## src/hdl/rwpo_pkg.sv

```systemverilog
// Shared types, constants and the control store for the random-walk OHLC block.
// Used by the sequencer, the datapath, the candle tracker and the top level.
package rwpo_pkg;

  localparam int unsigned EXP_FRAC = 28;
  localparam logic signed [29:0] EXP_ONE = 30'sd268435456;
  localparam logic signed [63:0] CLAMP_Q28 = 64'sd26843546;
  localparam logic signed [63:0] ROUND_HALF = 64'sd134217728;
  localparam logic [2:0] HORNER_TERMS = 3'd6;

  // configuration register indexes
  localparam logic [1:0] CFG_INITIAL_PRICE = 2'd0;
  localparam logic [1:0] CFG_STEP_SCALE = 2'd1;
  localparam logic [1:0] CFG_TICKS_PER_CANDLE = 2'd2;

  // step codes of the control program
  typedef logic [2:0] step_t;
  localparam step_t STEP_IDLE = 3'd0;
  localparam step_t STEP_MUL_X = 3'd1;
  localparam step_t STEP_CLAMP = 3'd2;
  localparam step_t STEP_MUL_XT = 3'd3;
  localparam step_t STEP_MUL_DIV = 3'd4;
  localparam step_t STEP_T_UPD = 3'd5;
  localparam step_t STEP_MUL_P = 3'd6;
  localparam step_t STEP_COMMIT = 3'd7;

  typedef enum logic [2:0] {
    MUL_NONE,
    MUL_X,
    MUL_XT,
    MUL_DIV,
    MUL_PRICE
  } mul_sel_e;

  typedef enum logic [1:0] {
    JMP_NEXT,
    JMP_WAIT_IN,
    JMP_LOOP,
    JMP_DONE
  } jump_e;

  typedef struct packed {
    mul_sel_e mul_sel;
    logic     ld_x;
    logic     ld_t;
    logic     ld_price;
    jump_e    jump;
    step_t    target;
  } uword_t;

  // sequencer to datapath
  typedef struct packed {
    mul_sel_e mul_sel;
    logic     ld_x;
    logic     ld_t;
    logic     take_in;
    logic     commit;
  } ctrl_t;

  // datapath to sequencer
  typedef struct packed {
    logic k_last;
  } dp_status_t;

  function automatic uword_t ucode(step_t s);
    uword_t w;
    w = '{mul_sel: MUL_NONE, ld_x: 1'b0, ld_t: 1'b0, ld_price: 1'b0,
          jump: JMP_NEXT, target: STEP_IDLE};
    unique case (s)
      STEP_IDLE:    w.jump = JMP_WAIT_IN;
      STEP_MUL_X:   w.mul_sel = MUL_X;
      STEP_CLAMP:   w.ld_x = 1'b1;
      STEP_MUL_XT:  w.mul_sel = MUL_XT;
      STEP_MUL_DIV: w.mul_sel = MUL_DIV;
      STEP_T_UPD: begin
        w.ld_t = 1'b1;
        w.jump = JMP_LOOP;
        w.target = STEP_MUL_XT;
      end
      STEP_MUL_P:   w.mul_sel = MUL_PRICE;
      STEP_COMMIT: begin
        w.ld_price = 1'b1;
        w.jump = JMP_DONE;
        w.target = STEP_IDLE;
      end
    endcase
    return w;
  endfunction

  // ceil(2^28 / k), exact for truncating division of a 26-bit magnitude
  function automatic logic [28:0] recip(logic [2:0] k);
    logic [28:0] r;
    case (k)
      3'd2:    r = 29'd134217728;
      3'd3:    r = 29'd89478486;
      3'd4:    r = 29'd67108864;
      3'd5:    r = 29'd53687092;
      3'd6:    r = 29'd44739243;
      default: r = 29'd268435456;
    endcase
    return r;
  endfunction

endpackage

```

## src/hdl/rwpo_ohlc.sv

```systemverilog
// Candle tracker and result register: open/high/low/count and the output stage.
// Depends on rwpo_pkg only by convention; takes the committed price per tick.
module rwpo_ohlc (
  input  logic        clk_i,
  input  logic        rst_ni,
  input  logic        commit_i,
  input  logic [31:0] price_i,
  input  logic [7:0]  ticks_per_candle_i,
  input  logic        out_stall_i,
  output logic        out_free_o,
  output logic        out_valid_o,
  output logic [31:0] new_price_o,
  output logic        candle_valid_o,
  output logic [31:0] candle_open_o,
  output logic [31:0] candle_high_o,
  output logic [31:0] candle_low_o,
  output logic [31:0] candle_close_o
);
  import rwpo_pkg::*;

  logic [7:0]  tick_q, cnt_n;
  logic [31:0] open_q, high_q, low_q;
  logic [31:0] open_n, high_n, low_n;
  logic        first, done;
  logic        out_valid_q;

  assign first = (tick_q == 8'd0);
  assign open_n = first ? price_i : open_q;
  assign high_n = (first || price_i > high_q) ? price_i : high_q;
  assign low_n = (first || price_i < low_q) ? price_i : low_q;
  assign cnt_n = tick_q + 8'd1;
  assign done = (cnt_n >= ticks_per_candle_i);

  assign out_free_o = !out_valid_q || !out_stall_i;
  assign out_valid_o = out_valid_q;

  always_ff @(posedge clk_i or negedge rst_ni) begin
    if (!rst_ni) begin
      tick_q <= '0;
      open_q <= '0;
      high_q <= '0;
      low_q <= '0;
      out_valid_q <= 1'b0;
    end else begin
      if (commit_i) begin
        open_q <= open_n;
        high_q <= high_n;
        low_q <= low_n;
        tick_q <= done ? 8'd0 : cnt_n;
        out_valid_q <= 1'b1;
      end else if (!out_stall_i) begin
        // drop the result once its transfer completes
        out_valid_q <= 1'b0;
      end
    end
  end

  always_ff @(posedge clk_i) begin
    if (commit_i) begin
      new_price_o <= price_i;
      candle_valid_o <= done;
      candle_open_o <= done ? open_n : 32'd0;
      candle_high_o <= done ? high_n : 32'd0;
      candle_low_o <= done ? low_n : 32'd0;
      candle_close_o <= done ? price_i : 32'd0;
    end
  end

endmodule

```

## config.mk

```make
export PLATFORM = sky130hd
export DESIGN_NAME = rwpo_ohlc
export DESIGN_NICKNAME = d
export VERILOG_FILES = /design/src/hdl/rwpo_pkg.sv /design/src/hdl/rwpo_ohlc.sv
export SDC_FILE = /design/constraint.sdc
export NUM_CORES = 1
export LEC_CHECK = 0
export BUFFER_PORTS_ARGS = -buffer_cell sky130_fd_sc_hd__clkbuf_2
export CORE_AREA = 2 2 161 163
export DETAILED_ROUTE_END_ITERATION = 10
export DIE_AREA = 0 0 163 165
export GPL_ROUTABILITY_DRIVEN = 1
export PLACE_DENSITY = 0.75
export SYNTH_ARGS = -nofsm -noshare
export SYNTH_HDL_FRONTEND = slang
export SYNTH_SLANG_ARGS = --single-unit
export TNS_END_PERCENT = 5
```

## constraint.sdc

```tcl
create_clock -name clk_i -period 3.22 [get_ports clk_i]
set_input_delay 0.644 -clock clk_i [delete_from_list [all_inputs] [get_ports clk_i]]
set_output_delay 0.644 -clock clk_i [all_outputs]
set_load 0.02 [all_outputs]
```

## Yosys cells after proc, flatten, opt, wreduce, memory -nomap -nowiden

Cells that the tools add are included.

| storage, ports and cells | value |
|---|---|
| logic and storage cells | 28 |
| flip-flop bits (word level) | 266 |
| output and inout bits | 163 |

| cells by class | value |
|---|---|
| equal/unequal tests | 1 |
| order comparisons | 3 |
| muxes and demuxes | 6 |
| add/subtract/negate cells | 1 |
| reduce and logical (&&, ||, !) cells | 6 |

Operators by type and width:

| cell | number |
|---|---|
| 2-to-1 mux 32 bit | 3 |
| > comparator 32 bit | 1 |
| < comparator 32 bit | 1 |
| adder 8 x 1 -> 8 bit (second input constant) | 1 |
| greater-or-equal comparator 8 bit | 1 |
| zero test 8 bit | 1 |
| 2-to-1 mux 8 bit | 1 |
| logical OR 1 bit | 3 |
| zero test 1 bit | 2 |
| 2-to-1 mux 1 bit | 2 |
| inequality test 2 bit (second input constant) | 1 |

## Depth between registers and ports, before layout

Gate-level depths: netlist of run 1.

| depth | value |
|---|---|
| depth in word-level cells | 3 |
| gate-level depth with buffers | 13 |
| depth with buffers taken out | 11 |

## Worst setup path before layout of run 1

OpenSTA, ideal clock, no wires.

| timing path | value |
|---|---|
| path type | flip-flop to flip-flop |
| start | register tick_q[2] |
| end | register candle_high_o[10], data pin |
| cell stages (with the launch flop) | 14 |
| setup slack | 0.002 ns |
| arrival | 2.957 ns |
| path buffers | 3 |
| period minus slack after synthesis | 3.218 ns |
| path through | dfrtp_1 > clkbuf_1 > inv_1 > nor3_1 > nand3_1 > xnor2_1 > ha_1 > a2111oi_0 > nor2b_1 > o21ai_1 > clkbuf_1 > clkbuf_1 > nand3_1 > mux2i_1 |

| between the ends | value |
|---|---|
| longest elaborated chain between the ends | 3 |

RTL lines:

| element | RTL line | source |
|---|---|---|
| from (decl) | rwpo_ohlc.sv:21 | `logic [7:0] tick_q, cnt_n;` |
| from (signal assigned) | rwpo_ohlc.sv:49 | `tick_q <= done ? 8'd0 : cnt_n;` |
| parallel branches: the longest is 3 deep, another holds adder 8 x 1 -> 8 bit | -- |  |
| to (signal assigned) | rwpo_ohlc.sv:63 | `candle_high_o <= done ? high_n : 32'd0;` |
| to (decl) | rwpo_ohlc.sv:15 | `output logic [31:0] candle_high_o,` |

Several ways; the timed one is not identified.
A chain may end at the register's enable or synchronous reset.

## Worst setup path after layout of run 1

| timing path | value |
|---|---|
| start | register tick_q[0] |
| end | register open_q[5] |

| between the ends | value |
|---|---|
| longest elaborated chain between the ends | 2 |

RTL lines:

| element | RTL line | source |
|---|---|---|
| zero test 8 bit | rwpo_ohlc.sv:27 | `assign first = (tick_q == 8'd0);` |
| 2-to-1 mux 32 bit | rwpo_ohlc.sv:28 | `assign open_n = first ? price_i : open_q;` |
| to (signal assigned) | rwpo_ohlc.sv:46 | `open_q <= open_n;` |
| to (decl) | rwpo_ohlc.sv:22 | `logic [31:0] open_q, high_q, low_q;` |

No other way between the ends.

==> impl_summary.log, run 1 <==
[metrics] status: finished clean
[metrics] Buf/Inv on CP: 4
[metrics] proportion of layout cells with a drive suffix above 1: 30.2%
[metrics] CTS tree: done
[metrics] type of the worst min-delay path: in2async
[metrics] global placer's final weighted congestion: 0.818
[metrics] width of the die: 163 um
[metrics] final cycle utilization of the critical path: 94.4%
[metrics] commonest non-fill, non-tap cells in the layout: 204 x clkbuf_2, 161 x edfxtp_1, 117 x nand2_1
[metrics] worst hold slack after final layout: 0.0673 ns
[metrics] count of cell types in the netlist: 51
[metrics] utilization of the core after routing: 61.8%
[metrics] number of DRC markers in iteration 0: 548
[metrics] Max Cap Viol: 0
[metrics] clock latency reported for the late side of the worst-skew pair: 0.54 ns
[metrics] Worst Max-Slew Pin Slew: 0.626 ns
[metrics] worst-case clock buffer depth: 3
[metrics] remaining routing DRC violations: 0
[metrics] vias after detailed routing: 8878
[metrics] critical-path maximum fanout: 33
[metrics] starting density of the core: 50.5%
[metrics] largest net degree at the start of global routing: 99
[metrics] headroom to the max-slew limit: 58.3%
[metrics] power per cell area: 866 nW/um^2
[metrics] Crit-path slowest cell: or4b_1
[metrics] critical-path cell list: inv_1, buf_4, ha_1, or4b_1, nor4_4, buf_4, nand2_2, buf_12, mux2_2
[metrics] global route overflow: 0
[metrics] Fillers: 1962
[metrics] P&R area growth vs syn: 22.4%
[metrics] Clock Sink Count: 266
[metrics] vias per std cell: 5.41
[metrics] Cell Rows: 58
[metrics] H-tree depth reported by CTS: 1
[metrics] part of the Yosys area used for sequential elements: 59.0%
[metrics] number of slew-limit violations in the final report: 0
[metrics] endpoint kind of the worst setup timing path: flip-flop
[metrics] chip height: 165 um
[metrics] area of the die: 26900 um^2
[metrics] top cell type's share of synthesized area: 38.2%
[metrics] final hold violation count: 0
[metrics] number of flops mapped to enable cells by yosys: 161
[metrics] TritonCTS buffer count: 28
[metrics] Worst IR Drop VDD: 0.612 mV
[metrics] largest cells by area after synthesis: edfxtp_1 38%, dfrtp_1 21%, ha_1 7.2%
[metrics] most common cell after layout, fill and taps aside: clkbuf_2
[metrics] count of warnings emitted by yosys: 0
[metrics] clk slew on worst S/H paths: 0.06 ns
[metrics] Largest stage delay, worst path: 0.52 ns
[metrics] Synth Instances: 1039
[metrics] io pins: 207
[metrics] remaining antenna violation count after routing: 0
[metrics] maximum clock rate: 329 MHz
[metrics] power consumption: 13.4 mW
[metrics] footprint of the flip-flops and latches: 7460 um^2
[metrics] Core ar.: 25000 um^2
[metrics] count of state elements after synthesis: 266
[metrics] start of the worst register-to-register path: tick_q[0]$_DFFE_PN0P_
[metrics] CTS hold repair buffers: 0
[metrics] launching element of the worst setup path: tick_q[0]$_DFFE_PN0P_
[metrics] initial antenna violation count: 0
[metrics] number of global-route vias before repair: 8784
[metrics] share of flip-flops with an asynchronous set or reset: 39.5%
[metrics] wire length of the first global-routing pass: 47100 um
[metrics] DP HPWL: 21000 um
[metrics] critical path's most frequent cell: buf_4
[metrics] cell leakage power: 7.31 nW
[metrics] final antenna diode count: 0
[metrics] count of endpoints failing setup in the final report: 0
[metrics] category of cells accounting for the largest share of critical-path delay: simple AND/OR/NAND/NOR gates
[metrics] worst endpoint required time: 3.63 ns
[metrics] routed wire length per instance: 18.4 um
[metrics] Main synth FF type: edfxtp_1
[metrics] number of nets produced by synthesis: 1156
[metrics] Cell Area, Synth: 12600 um^2
[metrics] class of the most critical setup path: reg2reg
[metrics] final-stage net count: 1405
[metrics] cts repair resizes: 0
[metrics] Initial DRT Pass Iterations: 5
[metrics] data arrival time of the worst path: 3.45 ns
[metrics] Worst Skew: 0.0170 ns
[metrics] number of port buffers: 206
[metrics] Synth Area per Inst: 12.2 um^2
[metrics] library cell used as clock root buffer: clkbuf_16
[metrics] multi-input combinational cell area: 4570 um^2
[metrics] startpoint type of the worst setup path: flip-flop
[metrics] final wirelength: 30100 um
[metrics] library cell occupying the most area in the post-synthesis netlist: edfxtp_1
[metrics] RSZ-0062 raised after global routing: no
[metrics] minimum clock period after layout: 3.04 ns
[metrics] number of buffers inserted to repair setup after CTS: 0
[metrics] global router's overall resource usage: 22.4%
## sequential cells by signal (all words and copies together) (netlist names)
register / cells
candle_valid_o: 1
tick_q: 8
low_q: 32
candle_high_o: 32
candle_open_o: 32
out_valid_o: 1
new_price_o: 32
candle_low_o: 32
open_q: 32
high_q: 32
candle_close_o: 32
## power breakdown
group          switching [mW]  internal [mW]
combinational            3.05           2.26
clock                    1.32           1.77
sequential              0.486           4.53
total                    4.86           8.56
## synthesized netlist by cell type (all sizes together), types with 2 or more instances
master / count
nor2: 5
a21o: 7
or4: 2
o22ai: 32
o21a: 2
a21oi: 58
edfxtp: 161
or4b: 2
o211ai: 2
a2111oi: 2
nand2b: 2
o21ai: 12
o2bb2ai: 4
nand3: 109
dfrtp: 105
a211oi: 5
xnor2: 5
nor4: 4
buf: 17
nor3: 2
a21boi: 2
a211o: 2
clkbuf: 38
inv: 112
a22oi: 2
nand4: 11
nand2: 118
mux2: 64
and2: 2
nor2b: 3
ha: 73
mux2i: 64
## path summary, 6_finish.rpt
path	to	slack (ns)	cells past startpoint
worst max register to register	open_q[5]$_DFFE_PN0P_	0.18	9
worst max-delay path	open_q[5]$_DFFE_PN0P_	0.18	9
min in group clk_i	out_valid_o$_DFFE_PN0P_	0.32	3
max in group asynchronous	high_q[12]$_DFFE_PN0P_	2.41	2
worst min register to register	open_q[0]$_DFFE_PN0P_	0.50	2
worst min-delay path	open_q[28]$_DFFE_PN0P_	0.07	1
## layer usage
metal / vias up / global-route usage (%) / part of all wire [%] / wire (um)
met5: - / 0 / 0 / 0
met3: 33 / 3.94 / 6.5 / 1970
met1: 4318 / 30.2 / 43 / 13000
met2: 296 / 38.1 / 49 / 14800
met4: 0 / 4.95 / 1.3 / 394
li1: 4231 / - / - / -
## kinds of logic (layout without fill, tap and decap cells)
family / after synthesis / in the layout / share of synthesized area, %
buffers and inverters: 167 / 438 / 5.31
flip-flops: 266 / 266 / 59.0
AO/OA/AOI/OAI: 137 / 137 / 6.81
multiplexers: 128 / 128 / 11.7
AND/OR/NAND/NOR: 262 / 262 / 9.59
adder cells (fa/ha/maj): 73 / 73 / 7.22
XOR/XNOR: 6 / 6 / 0.416
## stage by stage
stage / area (um^2) / worst slack [ns] / setup TNS (ns) / cells
after detailed placement: 14600 / -0.0923 / -3.17 / 1588
after global routing: 15500 / 0.0619 / 0 / 1640
after floorplan: 12600 / 0.00243 / 0 / 1039
final: 15500 / 0.179 / 0 / 1640
after CTS: 15500 / 0.0972 / 0 / 1640
after global placement: 14600 / -0.0365 / -0.252 / 1588
## layout make-up
type / count / area share, %
inverter: 112 / 2.72
clock inverter: 19 / 0.825
timing repair buffer: 274 / 11.2
clock buffer: 33 / 4.91
tap: 330 / 2.67
multi-input combinational: 606 / 29.5
sequential: 266 / 48.2
(Power assumes the default switching activity.)
==> run 2, diff against run 1 <==
GPL_ROUTABILITY_DRIVEN = default   (was 1)
PLACE_DENSITY = default   (was 0.75)
PLACE_DENSITY_LB_ADDON = 0.3   (was default)
==> impl_summary.log, run 2 (same netlist as run 1, synthesis figures left out) <==
[metrics] count of endpoints failing setup in the final report: 0 (unchanged)
[metrics] number of global-route vias before repair: 8909 (+1.4%)
[metrics] Buf/Inv on CP: 3 (-1)
[metrics] global route overflow: 0 (unchanged)
[metrics] remaining antenna violation count after routing: 0 (unchanged)
[metrics] Worst Max-Slew Pin Slew: 0.683 ns (+0.0579 ns)
[metrics] Worst Skew: 0.00911 ns (-0.00792 ns)
[metrics] critical-path maximum fanout: 39 (+18%)
[metrics] worst endpoint required time: 3.49 ns (-0.14 ns)
[metrics] library cell used as clock root buffer: clkbuf_16
[metrics] largest net degree at the start of global routing: 89 (-10%)
[metrics] final hold violation count: 0 (unchanged)
[metrics] status: finished clean
[metrics] io pins: 207 (unchanged)
[metrics] startpoint type of the worst setup path: flip-flop
[metrics] Core ar.: 25000 um^2 (unchanged)
[metrics] FF-to-FF path depth: 12 (+3)
[metrics] global router's overall resource usage: 22.9% (+0.51 points)
[metrics] starting density of the core: 50.5% (unchanged)
[metrics] wire length of the first global-routing pass: 48100 um (+2.2%)
[metrics] vias after detailed routing: 8895 (+0.19%)
[metrics] P&R area growth vs syn: 23.2%
[metrics] final antenna diode count: 0 (unchanged)
[metrics] most common cell after layout, fill and taps aside: clkbuf_2
[metrics] busiest grt layer: met2
[metrics] critical-path cell list: inv_1, nor3_2, nand3_1, xnor2_2, ha_1, a2111oi_0, buf_4, nor2b_1, o21ai_4, buf_12, nand3_1, mux2i_1
[metrics] minimum clock period after layout: 3.09 ns (+0.0514 ns)
[metrics] Worst IR Drop VDD: 0.635 mV (+3.7%)
[metrics] worst hold slack after final layout: 0.129 ns (+0.0617 ns)
[metrics] width of the die: 163 um (unchanged)
[metrics] CTS hold repair buffers: 0 (unchanged)
[metrics] Cell Rows: 58 (unchanged)
[metrics] Initial DRT Pass Iterations: 6 (+1)
[metrics] final wirelength: 30600 um (+1.6%)
[metrics] commonest non-fill, non-tap cells in the layout: 204 x clkbuf_2, 161 x edfxtp_1, 117 x nand2_1
[metrics] final-stage net count: 1409 (+0.28%)
[metrics] CTS tree: done
[metrics] remaining routing DRC violations: 0 (unchanged)
[metrics] number of slew-limit violations in the final report: 0 (unchanged)
[metrics] DP HPWL: 21300 um (+1.5%)
[metrics] summed negative setup slack over all endpoints: 0 ns (unchanged)
[metrics] vias per std cell: 5.41 (about the same)
[metrics] met3 global-route usage: 4.12% (+0.18 points)
[metrics] endpoint kind of the worst setup timing path: flip-flop
[metrics] number of buffers inserted to repair setup after CTS: 0 (unchanged)
[metrics] number of DRC markers in iteration 0: 593 (+8.2%)
[metrics] clock latency reported for the late side of the worst-skew pair: 0.54 ns (about the same)
[metrics] maximum clock rate: 323 MHz (-1.7%)
[metrics] global placer's final weighted congestion: 0.851 (+4.0%)
[metrics] data arrival time of the worst path: 3.36 ns (-0.09 ns)
[metrics] area of the die: 26900 um^2 (unchanged)
[metrics] category of cells accounting for the largest share of critical-path delay: simple AND/OR/NAND/NOR gates
[metrics] cell area after layout: 15600 um^2 (+0.65%)
[metrics] worst-case clock buffer depth: 3 (unchanged)
[metrics] class of the most critical setup path: reg2reg
[metrics] number of port buffers: 206 (unchanged)
[metrics] multi-input combinational cell area: 4560 um^2 (about the same)
[metrics] power consumption: 13.7 mW (+2.0%)
[metrics] Clock Sink Count: 266 (unchanged)
[metrics] placed instance area: 14600 um^2 (+0.21%)
[metrics] TritonCTS buffer count: 28 (unchanged)
[metrics] headroom to the max-slew limit: 54.4% (-3.9 points)
[metrics] type of the worst min-delay path: in2async
[metrics] chip height: 165 um (unchanged)
[metrics] final cycle utilization of the critical path: 96.0% (+1.6 points)
[metrics] power per cell area: 878 nW/um^2 (+1.3%)
[metrics] critical path's most frequent cell: nand3_1
[metrics] routed wire length per instance: 18.6 um (+1.3%)
[metrics] Max Cap Viol: 0 (unchanged)
[metrics] clk slew on worst S/H paths: 0.06 ns (about the same)
[metrics] met1 Resource Use GR: 31.1% (+0.93 points)
[metrics] H-tree depth reported by CTS: 1 (unchanged)
[metrics] Largest stage delay, worst path: 0.41 ns (-0.11 ns)
[metrics] Fillers: 2004 (+2.1%)
[metrics] footprint of the flip-flops and latches: 7460 um^2 (unchanged)
[metrics] proportion of layout cells with a drive suffix above 1: 30.0% (-0.17 points)
[metrics] initial antenna violation count: 0 (unchanged)
[metrics] register-to-register setup slack: 0.13 ns (-0.05 ns)
[metrics] capturing point of the worst reg2reg path: candle_low_o[2]$_SDFFCE_PN0P_
[metrics] Crit-path slowest cell: a2111oi_0
[metrics] cell leakage power: 7.35 nW (+0.57%)
[metrics] met2 GRT Util: 38.1% (-0.039 points)
[metrics] start of the worst register-to-register path: tick_q[1]$_DFFE_PN0P_
==> run 2: worst max path at each step <==
| stage | start | endpoint | depth (start not counted) |
|---|---|---|---|
| 2_1_floorplan | tick_q[2]$_DFFE_PN0P_ | candle_high_o[10]$_SDFFCE_PN0P_ | 13 |
| 3_3_place_gp | price_i[14] | high_q[31]$_DFFE_PN0P_ | 9 |
| 3_5_place_dp | price_i[14] | high_q[0]$_DFFE_PN0P_ | 9 |
| 4_1_cts | tick_q[1]$_DFFE_PN0P_ | candle_low_o[2]$_SDFFCE_PN0P_ | 12 |
| 5_1_grt | tick_q[1]$_DFFE_PN0P_ | candle_low_o[2]$_SDFFCE_PN0P_ | 12 |
| 6_report | tick_q[1]$_DFFE_PN0P_ | candle_low_o[2]$_SDFFCE_PN0P_ | 12 |
==> run 2: report_power, final <==
part | total, mW | internal [mW] | switching [mW]
sequential | 5.01 | 4.53 | 0.486
combinational | 5.32 | 2.26 | 3.06
clock | 3.35 | 2.03 | 1.32
==> run 2: layout make-up <==
class | count | area share [%]
well taps | 330 | 2.65
repair buffers | 278 | 11.3
clock inverters | 10 | 1.07
inverters | 112 | 2.70
flip-flops and latches | 266 | 47.9
clock buffers | 42 | 5.10
multi-input cells | 606 | 29.3
==> run 2: through the flow <==
stage / std cells / utilization (%) / setup WS, ns
after floorplan: 1039 / - / 0.00243
after global placement: 1592 / 58.3 / -0.00235
after detailed placement: 1592 / 58.3 / -0.0804
after CTS: 1644 / 62.2 / 0.0916
after global routing: 1644 / 62.2 / -0.0347
final: 1644 / 62.2 / 0.128
==> run 2: per-layer routing <==
layer	vias to the layer above	part of all wire (%)	routed length, um
li1	4230	-	-
met4	0	2.4	725
met5	-	0	0
met3	57	5.7	1760
met1	4355	44	13400
met2	253	48	14700
==> run 2: timing repair <==
action | in CTS | in global routing
endpoints found under the setup margin | 0 | 120
endpoints found under the hold margin | 0 | 0
resized for setup | 0 | 2
