==> src/hdl/rwpo_pkg.sv <==
// Shared types, constants and the control store for the random-walk OHLC block.
// Used by the sequencer, the datapath, the candle tracker and the top level.
package rwpo_pkg;

  localparam int unsigned EXP_FRAC = 28;
  localparam logic signed [29:0] EXP_ONE = 30'sd268435456;
  localparam logic signed [63:0] CLAMP_Q28 = 64'sd26843546;
  localparam logic signed [63:0] ROUND_HALF = 64'sd134217728;
  localparam logic [2:0] HORNER_TERMS = 3'd6;

  // configuration register indexes
  localparam logic [1:0] CFG_INITIAL_PRICE = 2'd0;
  localparam logic [1:0] CFG_STEP_SCALE = 2'd1;
  localparam logic [1:0] CFG_TICKS_PER_CANDLE = 2'd2;

  // step codes of the control program
  typedef logic [2:0] step_t;
  localparam step_t STEP_IDLE = 3'd0;
  localparam step_t STEP_MUL_X = 3'd1;
  localparam step_t STEP_CLAMP = 3'd2;
  localparam step_t STEP_MUL_XT = 3'd3;
  localparam step_t STEP_MUL_DIV = 3'd4;
  localparam step_t STEP_T_UPD = 3'd5;
  localparam step_t STEP_MUL_P = 3'd6;
  localparam step_t STEP_COMMIT = 3'd7;

  typedef enum logic [2:0] {
    MUL_NONE,
    MUL_X,
    MUL_XT,
    MUL_DIV,
    MUL_PRICE
  } mul_sel_e;

  typedef enum logic [1:0] {
    JMP_NEXT,
    JMP_WAIT_IN,
    JMP_LOOP,
    JMP_DONE
  } jump_e;

  typedef struct packed {
    mul_sel_e mul_sel;
    logic     ld_x;
    logic     ld_t;
    logic     ld_price;
    jump_e    jump;
    step_t    target;
  } uword_t;

  // sequencer to datapath
  typedef struct packed {
    mul_sel_e mul_sel;
    logic     ld_x;
    logic     ld_t;
    logic     take_in;
    logic     commit;
  } ctrl_t;

  // datapath to sequencer
  typedef struct packed {
    logic k_last;
  } dp_status_t;

  function automatic uword_t ucode(step_t s);
    uword_t w;
    w = '{mul_sel: MUL_NONE, ld_x: 1'b0, ld_t: 1'b0, ld_price: 1'b0,
          jump: JMP_NEXT, target: STEP_IDLE};
    unique case (s)
      STEP_IDLE:    w.jump = JMP_WAIT_IN;
      STEP_MUL_X:   w.mul_sel = MUL_X;
      STEP_CLAMP:   w.ld_x = 1'b1;
      STEP_MUL_XT:  w.mul_sel = MUL_XT;
      STEP_MUL_DIV: w.mul_sel = MUL_DIV;
      STEP_T_UPD: begin
        w.ld_t = 1'b1;
        w.jump = JMP_LOOP;
        w.target = STEP_MUL_XT;
      end
      STEP_MUL_P:   w.mul_sel = MUL_PRICE;
      STEP_COMMIT: begin
        w.ld_price = 1'b1;
        w.jump = JMP_DONE;
        w.target = STEP_IDLE;
      end
    endcase
    return w;
  endfunction

  // ceil(2^28 / k), exact for truncating division of a 26-bit magnitude
  function automatic logic [28:0] recip(logic [2:0] k);
    logic [28:0] r;
    case (k)
      3'd2:    r = 29'd134217728;
      3'd3:    r = 29'd89478486;
      3'd4:    r = 29'd67108864;
      3'd5:    r = 29'd53687092;
      3'd6:    r = 29'd44739243;
      default: r = 29'd268435456;
    endcase
    return r;
  endfunction

endpackage

==> src/hdl/rwpo_sequencer.sv <==
// Step counter and control-store decode for the random-walk OHLC block.
// Depends on rwpo_pkg for the program, control word and status types.
module rwpo_sequencer (
  input  logic                clk_i,
  input  logic                rst_ni,
  input  logic                in_valid_i,
  input  logic                out_free_i,
  input  rwpo_pkg::dp_status_t status_i,
  output logic                in_stall_o,
  output rwpo_pkg::ctrl_t     ctrl_o
);
  import rwpo_pkg::*;

  step_t  step_q, step_d;
  uword_t uw;

  assign uw = ucode(step_q);
  assign in_stall_o = (uw.jump != JMP_WAIT_IN);

  assign ctrl_o.mul_sel = uw.mul_sel;
  assign ctrl_o.ld_x = uw.ld_x;
  assign ctrl_o.ld_t = uw.ld_t;
  assign ctrl_o.take_in = (uw.jump == JMP_WAIT_IN) && in_valid_i;
  assign ctrl_o.commit = uw.ld_price && out_free_i;

  always_comb begin
    step_d = step_q;
    unique case (uw.jump)
      JMP_NEXT:    step_d = step_q + 3'd1;
      JMP_WAIT_IN: if (in_valid_i) step_d = step_q + 3'd1;
      JMP_LOOP:    step_d = status_i.k_last ? step_q + 3'd1 : uw.target;
      JMP_DONE:    if (out_free_i) step_d = uw.target;
    endcase
  end

  always_ff @(posedge clk_i or negedge rst_ni) begin
    if (!rst_ni) begin
      step_q <= STEP_IDLE;
    end else begin
      step_q <= step_d;
    end
  end

endmodule

==> config.mk <==
export PLATFORM = sky130hd
export DESIGN_NAME = rwpo_sequencer
export DESIGN_NICKNAME = d
export VERILOG_FILES = /design/src/hdl/rwpo_pkg.sv /design/src/hdl/rwpo_sequencer.sv
export SDC_FILE = /design/constraint.sdc
export NUM_CORES = 1
export LEC_CHECK = 0
export BUFFER_PORTS_ARGS = -buffer_cell sky130_fd_sc_hd__buf_2
export CORE_AREA = 2 2 39 41
export DETAILED_ROUTE_END_ITERATION = 8
export DIE_AREA = 0 0 41 43
export PLACE_DENSITY = 0.6
export SLEW_MARGIN = 15
export SYNTH_ARGS = -nofsm -noshare
export SYNTH_HDL_FRONTEND = slang
export SYNTH_SLANG_ARGS = --single-unit
export TNS_END_PERCENT = 10
==> constraint.sdc <==
create_clock -name clk_i -period 2.7 [get_ports clk_i]
set_input_delay 0.27 -clock clk_i [delete_from_list [all_inputs] [get_ports clk_i]]
set_output_delay 0.27 -clock clk_i [all_outputs]
set_load 0.02 [all_outputs]
======== Word level (Yosys, flattened, before mapping) ========
Index checks and enable logic that the tools add are counted.
W data, S select, Z words.
storage, ports and cells
  word-level logic and storage cells ...... 30
  bits of input ports ..................... 5
  register bits ........................... 3
  output and inout bits ................... 8
operators by class
  add/sub/neg operators ................... 1
  reduce and logical (&&, ||, !) cells .... 5
  mux-type cells .......................... 10
  eq/ne operators ......................... 13
operator list
  kind                   count
  $pmux W3 S4            2
  $eq A3 B3 Y1 const B   4
  $mux W3                3
  $eq A3 B2 Y1 const B   2
  $pmux W2 S3            1
  $eq A2 B2 Y1 const B   2
  $ne A2 B2 Y1 const B   2
  $add A3 B1 Y3 const B  1
  $eq A3 B1 Y1 const B   1
  $logic_not A3 Y1       1
  $mux W1                3
  $eq A2 B1 Y1 const B   1
  $logic_and A1 B1 Y1    2
  $logic_not A2 Y1       1
  $mux W2                1
  $ne A2 B1 Y1 const B   1
  $reduce_and A2 Y1      1

======== Longest topological paths before layout ========
Gate-level depths: netlist of the first run.
  depth in word-level cells ............... 5
  mapped depth ............................ 6
  gate-level depth less buffers ........... 6

======== Least setup slack after synthesis of the first run ========
No wires, ideal clock.
  kind .................................... register -> register
  start ................................... register step_q[0]
  end ..................................... register step_q[0]
  stages on the path, launching flop included .. 7
  path buffers ............................ 0
  setup slack ............................. 1.124 ns
  arrival time ............................ 1.497 ns
  clock period less this slack ............ 1.576 ns
  library setup time ...................... 0.079 ns
  data required time ...................... 2.621 ns
  path through ............................ dfrtp_1 ha_1 ha_1 o211ai_2 nor2_1 a31oi_2 mux2i_1
between the ends
  word-level cells in the longest chain between the ends .. 5
  elaborated cells between the ends (all ways) .. 17
  those cells by class .................... add/sub (1); eq/ne (7); mux (6); reduce/logical (3)
RTL lines
  what                                              RTL line              RTL
  start: declaration                                rwpo_sequencer.sv:14  step_t step_q, step_d;
  start signal: assignment                          rwpo_sequencer.sv:40  step_q <= step_d;
  $eq A3 B3 Y1 or $logic_not A3 Y1 (tied branches)  rwpo_pkg.sv:69        unique case (s)
  $pmux W2 S3                                       rwpo_pkg.sv:69
  $eq A2 B2 Y1 or $eq A2 B1 Y1 (tied branches)      rwpo_sequencer.sv:28  unique case (uw.jump)
  $ne A2 B2 Y1 (no line)                            -
  $reduce_and A2 Y1 (no line)                       -
Several ways; a longest one is shown, not always the timed one. The select of a mux whose other input is x is not followed.
A chain may end at the register's enable or synchronous reset.

==> metrics, run 1 <==
clock skew=about 0.00045 ns; Port Buf Inserts=12; highest fanout seen on the critical path=7; Die Wd=41 microns; number of DRC violations after detailed-routing iteration 0=11; Post-synth ARST share=1.00; share of the synthesized area in the top cell type=0.201; fin crit period=1.79 ns; post-synthesis instance area=approximately 370 sq um; number of buffers inserted for hold repair after clock tree synthesis=1; number of diodes=0; Clock Tree Root=clkbuf_4; Worst Reg2Reg Path Length in Cells=6; endpoints failing setup=0; number of placed I/O pins=13; wire length per cell=around 10 microns; first-pass iteration count of the detailed router=2; number of vias per cell after detailed routing=about 4.7; Total Negative Setup Slacks=0 ns; fraction of the yosys area taken by sequential cells=0.201; met2 WL post-DR=approximately 360 microns; warning count from the yosys run=0; remaining design rule violation count=0; fraction of final layout cells with drive strength greater than 1=0.362; Filler Cells Inserted=between 150 and 200; critical-path cell with the highest stage delay=dfrtp_1; Biggest register=step_q; number of flops mapped to enable cells by yosys=0; synth cell count leaders=6 x ha_1, 6 x inv_1, 3 x dfrtp_1, 3 x mux2i_1, 3 x nor2_1; clock transition at the registers of the reported paths=0.04 ns; effective utilization at floorplan=0.269; final-report hold violation count=0; peak ir drop on the vdd network=around 0.00060 V; net switching power=around 300 uW; net switching share of the total power=0.497; leakage power total=~0.27 nW; flip-flop count of the largest register after layout=3; Netlist cell types=22; post-synth top area cell=dfrtp_1; Max Clock Freq=roughly 560 MHz; final worst hold slack=roughly 0.31 ns; Worst Max-Slew Pin Slew=0.389 ns; Synth Area in Compound Gates=0.228; GRT Util Overall=0.0995; Req. time, crit path=around 2.4 ns; crit-path most repeated cell=ha_1; CORE AREA=~1400 sq um; Clk Latency, worst-skew pair=0.23 ns; run status=finished, final reports clean; Max Transition Viols Final=0; maximum level of the CTS H-tree=1; number of cells on the worst hold path=2; total wire length=~770 microns; arrival time of the worst setup path=1.52 ns; vias in the first global route=between 200 and 300; global-route wire length before repair=around 1200 microns; setup repair bufs after CTS=0; sum of net half-perimeters after detailed placement=about 600 microns; adder and majority gate portion of the synthesized area=0.201; proportion of power drawn by combinational gates=0.694; met3 layer wire length in the routed design=just under 40 microns; mean post-synth cell area=around 8.9 sq um; DRT antenna net count=0; area of the die=between 1500 and 2000 sq um; kind of path behind the tightest hold check=in -> reg; share of the clock period used by the worst path after layout=0.662; CTS tree=built; highest cell delay on the worst timing path=0.38 ns; launching element type of the critical path=flop; area growth from synthesis to final layout=27.5%; share of total power in the clock network=0.126; cells taking the most area after synthesis=dfrtp_1 20%, ha_1 20%, mux2i_1 8.1%; global-route congestion overflow total=0; number of antenna violations at the first check in global routing=0; endpoint class of the critical path=output pin; nets=70; Inserted Clock Buffers=3; number of instances in the synthesized netlist=between 40 and 50; largest registers=step_q: 3 flops; maximum number of pins on one net before global-route repair=12; multi-input logic area=between 200 and 300 sq um; final core utilization=0.344; number of violations of the max-capacitance limit=0; simple-gate share of the synthesized area=0.161; most instantiated flip-flop cell in the synthesis netlist=dfrtp_1; post-cts sizing count=0; power share of the sequential group=0.180; Cell Chain, Critical Path=ha_1 -> ha_1 -> and2_1 -> buf_2; std cell rows=14; RSZ-0062 raised after global routing=false; storage element area=75.1 sq um; number of sinks driven by the clock tree=3; DR vias=~350; combinational family with the most area after synthesis=compound AO/OA/AOI/OAI gates; Longest Clk Path Bufs=2; class of the most critical setup path=reg -> out; internal power summed over all cells=307 uW; height of the die=43 microns; Max transition margin=0.741; number of register bits inferred by synthesis=3; number of nets produced by synthesis=53; final weighted congestion of routability-driven global placement=between 0.7 and 0.8; XOR/XNOR Fraction of Synth Area=0; multiplexer fraction of the synthesized cell area=0.111; M1 WL=roughly 370 microns; top layer reached by signal wires=met3; power per cell area=around 1300 nW/um^2
## layer usage
metal / global-route usage / vias to the layer above
met3: 0.0157 / 0
met4: 0.0600 / 0
met1: 0.132 / 154
met5: 0 / -
li1: - / 182
met2: 0.144 / 9
## critical path: cells and delay by family, from the launching register on
family / cells / cell delay (ns)
adder cells (fa/ha/maj): 2 / 0.60
flip-flops: 1 / 0.38
AND/OR/NAND/NOR: 1 / 0.16
buffers and inverters: 1 / 0.15
## layout by cell type (no fill, tap or decap), drive strengths merged, types with 2 or more instances in the layout
master / count
mux2i: 3
a31oi: 3
buf: 12
o22ai: 2
inv: 6
ha: 6
dfrtp: 3
clkbuf: 4
nand2: 2
and2: 2
nor2: 3
## worst paths after layout
kind                             from        end  slack (ns)
hold / removal             out_free_i  step_q[2]        0.31
hold reg to reg             step_q[1]  step_q[1]        0.62
min in group asynchronous      rst_ni  step_q[0]        0.37
setup reg to reg            step_q[0]  step_q[0]        0.97
max in group asynchronous      rst_ni  step_q[1]        2.23
setup / recovery            step_q[0]  ctrl_o[0]        0.91
## cell families (layout without fill, tap and decap cells)
family | after synthesis | in the layout
compound gates | 11 | 11
simple gates | 11 | 11
buf+inv | 7 | 23
fa+ha+maj | 6 | 6
mux | 4 | 4
flops | 3 | 3
## final cells by class
cell class | instances | area share
sequential | 3 | 0.158
tap | 16 | 0.0421
clock buffer | 4 | 0.0553
inverter | 6 | 0.0474
multi-input combinational | 32 | 0.550
timing repair buffer | 13 | 0.147
## power by group through the flow
stage	clock network [mW]	registers [mW]	logic (mW)
final	0.0769	0.110	0.423
after global routing	0.0875	0.115	0.473
after CTS	0.0827	0.110	0.428
after detailed placement	0	0.110	0.426
after global placement	0	0.111	0.422
after floorplan	0	0.0873	0.358
## per-stage QoR
| step | power [mW] | cells | instance area, sq um | setup WS, ns |
|---|---|---|---|---|
| global route | 0.676 | 74 | 475 | 0.768 |
| global placement | 0.533 | 69 | 439 | 1.00 |
| finish | 0.611 | 74 | 475 | 0.914 |
| CTS | 0.621 | 74 | 475 | 0.896 |
| detailed placement | 0.536 | 69 | 439 | 0.973 |
| floorplan | 0.445 | 42 | 373 | 1.12 |
Power figures use the tool's default switching activity.
==> inputs of run 2 (changes only) <==
- ABC_AREA: unset -> 1
- clock period: 2.7 -> 1.74 ns (I/O delays scaled with it)
==> metrics, run 2 <==
run status=finished, final reports clean; number of register bits inferred by synthesis=3; flip-flop count of the largest register after layout=3; number of vias per cell after detailed routing=approximately 4.1; Biggest register=step_q; most used standard cell by instance count after synthesis=inv_1; commonest cells after routing, fill and taps aside=12 x inv_1, 12 x buf_2, 10 x nand2_1, 10 x nor2_1, 6 x ha_1; Final Total Pwr=around 920 uW; leakage power total=around 0.32 nW; maximum level of the CTS H-tree=1; clock transition at the registers of the reported paths=about 0.040 ns; top layer reached by signal wires=met4; Inserted Clock Buffers=3; synth cell count leaders=12 x inv_1, 10 x nand2_1, 10 x nor2_1, 6 x ha_1, 4 x nand3_1; GRT Util Overall=0.101; mean post-synth cell area=between 6 and 7 sq um; height of the die=~43 microns; simple-gate share of the synthesized area=0.409; share of the clock period used by the worst path after layout=0.883; Port Buf Inserts=12; area of all placed cells without fillers=around 490 sq um; area of the die=between 1500 and 2000 sq um; met2 WL post-DR=between 300 and 400 microns; Worst Max-Slew Pin Slew=0.213 ns; Cell Chain, Critical Path=ha_1 -> ha_1 -> inv_1 -> nand2_4 -> nand3_2 -> nand3_1 -> nor2_1 -> nor2_1; peak ir drop on the vdd network=around 0.00061 V; Total Negative Setup Slacks=0 ns; Max Clock Freq=between 600 and 700 MHz; warning count from the yosys run=0; final weighted congestion of routability-driven global placement=~0.82; min setup slack post-route=around 0.20 ns; DR vias=~360; RSZ-0062 raised after global routing=false; fin crit period=approximately 1.5 ns; number of violations of the max-capacitance limit=0; clock skew=0.000731 ns; global-route congestion overflow total=0; adder and majority gate portion of the synthesized area=0.203; final core utilization=0.352; kind of path behind the tightest hold check=in -> async; Buf+Inv Stages, Crit Path=1; number of diodes=0; launching element type of the critical path=flop; M1 WL=313 microns; most instantiated flip-flop cell in the synthesis netlist=dfrtp_1; Synth Area in Compound Gates=0.0541; cells taking the most area after synthesis=dfrtp_1 20%, ha_1 20%, inv_1 12%; vias in the first global route=approximately 300; critical-path cell with the highest stage delay=dfrtp_1; area growth from synthesis to final layout=31.4%; Post-synth ARST share=1.00; effective utilization at floorplan=0.268; number of sinks driven by the clock tree=3; XOR/XNOR Fraction of Synth Area=0; number of placed I/O pins=13; combinational family with the most area after synthesis=simple AND/OR/NAND/NOR gates; power share of the sequential group=0.171; Max Transition Viols Final=0; sum of net half-perimeters after detailed placement=about 570 microns; DRT antenna net count=0; post-cts sizing count=0; Netlist cell types=12; CTS tree=built; power per cell area=1880 nW/um^2; endpoints failing setup=0; post-synth top area cell=dfrtp_1; largest registers=step_q: 3 flops; net switching power=489 uW; highest cell delay on the worst timing path=a little over 0.4 ns; maximum number of pins on one net before global-route repair=8; number of buffers inserted for hold repair after clock tree synthesis=1; proportion of power drawn by combinational gates=0.694; share of total power in the clock network=0.135; global-route wire length before repair=~1200 microns; number of flops mapped to enable cells by yosys=0; std cell rows=14; final-report hold violation count=0; fraction of the yosys area taken by sequential cells=0.203; Max transition margin=0.858; number of DRC violations after detailed-routing iteration 0=8; Req. time, crit path=approximately 1.9 ns; met3 layer wire length in the routed design=roughly 51 microns; fraction of final layout cells with drive strength greater than 1=0.301; share of the synthesized area in the top cell type=0.203; total wire length=between 600 and 700 microns; endpoint class of the critical path=flop; post-synthesis instance area=between 300 and 400 sq um; internal power summed over all cells=around 430 uW; Die Wd=roughly 40 microns; CORE AREA=1380 sq um; number of antenna violations at the first check in global routing=0; net switching share of the total power=0.533; Placed Area=450 sq um; Clk Latency, worst-skew pair=~0.23 ns; multiplexer fraction of the synthesized cell area=0; Longest Clk Path Bufs=2; nets=between 80 and 90; remaining design rule violation count=0; wire length per cell=7.70 microns; category of cells accounting for the largest share of critical-path delay=adder cells; class of the most critical setup path=reg -> reg; setup repair bufs after CTS=0; number of nets produced by synthesis=67; arrival time of the worst setup path=between 1.5 and 2 ns; number of instances in the synthesized netlist=56; Setup WS pre-CTS=around 0.22 ns; Clock Tree Root=clkbuf_4; highest fanout seen on the critical path=5; first-pass iteration count of the detailed router=4
[run 2: changes by cell type in the layout (fill, tap and decap cells not counted), sizes merged, moves of 3 or more]
cell / change
a31oi: -3
inv: +7
mux2i: -3
nand2: +13
nand3: +5
nor2: +7
[run 2: final timing paths]
path,slack (ns),end,cells after the start,from
min in group clk_i,0.29,step_q[2],4,out_free_i
max in group asynchronous,1.37,step_q[0],2,rst_ni
max reg2reg,0.20,step_q[0],8,step_q[0]
min,0.27,step_q[2],2,rst_ni
min reg2reg,0.56,step_q[1],2,step_q[1]
max,0.20,step_q[0],8,step_q[0]
[run 2: cells by family after synthesis]
logic type / Yosys count
flops: 3
simple gates: 30
compound gates: 4
fa+ha+maj: 6
buf+inv: 13
[run 2: power by group through the flow]
stage,combinational (mW),sequential (mW),clock [mW]
floorplan,0.501,0.148,0
global placement,0.637,0.161,0
detailed placement,0.636,0.159,0
CTS,0.641,0.158,0.128
global route,0.742,0.166,0.137
finish,0.636,0.157,0.123
[run 2: per-layer routing]
metal | vias up | track usage
li1 | 200 | -
met1 | 150 | 0.136
met2 | 12 | 0.134
met3 | 2 | 0.0471
met4 | 0 | 0.0400
met5 | - | 0
[run 2: area by class of cell]
cell class / instances / area [sq um]
fill: 151 / 897
multi-input combinational: 40 / 246
sequential: 3 / 75.1
timing repair buffer: 13 / 70.1
inverter: 13 / 48.8
clock buffer: 4 / 26.3
tap: 16 / 20.0
[run 2: stage by stage]
stage                     hold slack [ns]  std cells
after floorplan                    -0.122         56
after global placement            -0.0314         84
after detailed placement          -0.0267         84
after CTS                           0.264         89
after global routing                0.272         89
final                               0.267         89
==> inputs of run 3 (changes only) <==
- ABC_AREA: 1 -> 0
==> metrics, run 3 (synthesis gave the netlist of run 1 again) <==
run status=finished, final reports clean; number of sinks driven by the clock tree=3; Final Total Pwr=around 1.0 mW; area growth from synthesis to final layout=37.6%; number of cells in the finished layout apart from fillers=78; Levels on crit path=6; final core utilization=0.371; DR vias=~360; maximum number of pins on one net before global-route repair=11; highest cell delay on the worst timing path=about 0.35 ns; power per cell area=approximately 2000 nW/um^2; highest fanout seen on the critical path=6; area of the die=~1800 sq um; RSZ-0062 raised after global routing=false; leakage power total=roughly 0.28 nW; number of cells on the worst hold path=2; nets=74; fraction of final layout cells with drive strength greater than 1=0.452; Max Clock Freq=601 MHz; sum of net half-perimeters after detailed placement=about 610 microns; CORE AREA=1380 sq um; peak ir drop on the vdd network=approximately 0.00082 V; kind of path behind the tightest hold check=in -> reg; class of the most critical setup path=reg -> out; Longest Clk Path Bufs=2; Inserted Clock Buffers=3; Clock Tree Root=clkbuf_4; Clk Latency, worst-skew pair=about 0.23 ns; endpoints failing setup=0; launching element type of the critical path=flop; Max Transition Viols Final=0; Biggest register=step_q; final weighted congestion of routability-driven global placement=just over 0.7; critical-path cell with the highest stage delay=dfrtp_1; setup repair bufs after CTS=0; largest registers=step_q: 3 flops; DRT antenna net count=0; number of diodes=0; min setup slack post-route=~0.075 ns; GRT Util Overall=0.114; most common cell after layout, fill and taps aside=buf_2; fin crit period=between 1.5 and 2 ns; Filler Cells Inserted=roughly 160; number of placed I/O pins=13; number of cells after detailed placement=73; Setup WS pre-CTS=between 0.09 and 0.1 ns; Worst Reg2Reg Path Length in Cells=6; total wire length=between 800 and 900 microns; maximum level of the CTS H-tree=1; CTS tree=built; number of violations of the max-capacitance limit=0; commonest cells after routing, fill and taps aside=11 x buf_2, 5 x inv_1, 5 x buf_4; remaining design rule violation count=0; crit-path most repeated cell=buf_4; std cell rows=14; global-route congestion overflow total=0; Max transition margin=0.815; Placed Area=roughly 470 sq um; share of the clock period used by the worst path after layout=0.957; first-pass iteration count of the detailed router=4; arrival time of the worst setup path=between 1 and 1.5 ns; vias in the first global route=320; height of the die=43 microns; number of vias per cell after detailed routing=4.65; category of cells accounting for the largest share of critical-path delay=buffers and inverters; Total Negative Setup Slacks=0 ns; Cell Chain, Critical Path=buf_4 -> inv_2 -> ha_2 -> buf_4 -> mux2_2 -> buf_4; Req. time, crit path=1.57 ns; final-report hold violation count=0; wire length per cell=around 10 microns; number of antenna violations at the first check in global routing=0; flip-flop count of the largest register after layout=3; number of DRC violations after detailed-routing iteration 0=3; endpoint class of the critical path=output pin; clock transition at the registers of the reported paths=0.04 ns; effective utilization at floorplan=0.269; final worst hold slack=about 0.20 ns; Die Wd=a little over 40 microns; area of all placed cells without fillers=slightly above 500 sq um; clock skew=0.00614 ns; Port Buf Inserts=12; Buf+Inv Stages, Crit Path=4; Worst Max-Slew Pin Slew=around 0.28 ns; global-route wire length before repair=about 1300 microns
[run 3: cell count changes in the layout (fill, tap and decap cells not counted), sizes merged, moves of 3 or more]
cell and change:
nor2 -7, inv -7, mux2i +3, nand3 -5, buf +4, a31oi +3, nand2 -13
[run 3: worst paths after layout]
path | startpoint | endpoint | slack [ns]
max | step_q[0] | ctrl_o[4] | 0.07
min | out_free_i | step_q[2] | 0.20
max reg2reg | step_q[1] | step_q[1] | 0.15
min reg2reg | step_q[1] | step_q[1] | 0.64
max in group asynchronous | rst_ni | step_q[1] | 1.36
min in group asynchronous | rst_ni | step_q[2] | 0.27
[run 3: area by class of cell]
class	instances	area, sq um	share of cell area
Clock buffer	4	26.3	0.0512
Inverter	6	22.5	0.0439
Multi-Input combinational cell	32	267	0.520
Sequential cell	3	75.1	0.146
Tap cell	16	20.0	0.0390
Timing Repair Buffer	17	103	0.200
[run 3: repair_timing]
action | 4_1_cts | 5_1_grt
hold buffers | 1 | 0
resized for setup | 0 | 4
setup endpoints to repair | 0 | 4
endpoints found under the hold margin | 3 | 0
[run 3: report_power, final]
group,internal [mW],total (mW),switching [mW],leakage [nW]
Sequential,0.111,0.137,0.0260,0.0349
Combinational,0.345,0.774,0.428,0.234
Clock,0.0858,0.121,0.0353,0.0150
[run 3: per-layer routing]
layer / GRT usage / vias up / wire [microns]
met5: 0 / - / 0
met4: 0.0600 / 0 / 0
met3: 0.0471 / 0 / 47
met2: 0.163 / 11 / 380
met1: 0.140 / 161 / 384
li1: - / 191 / -
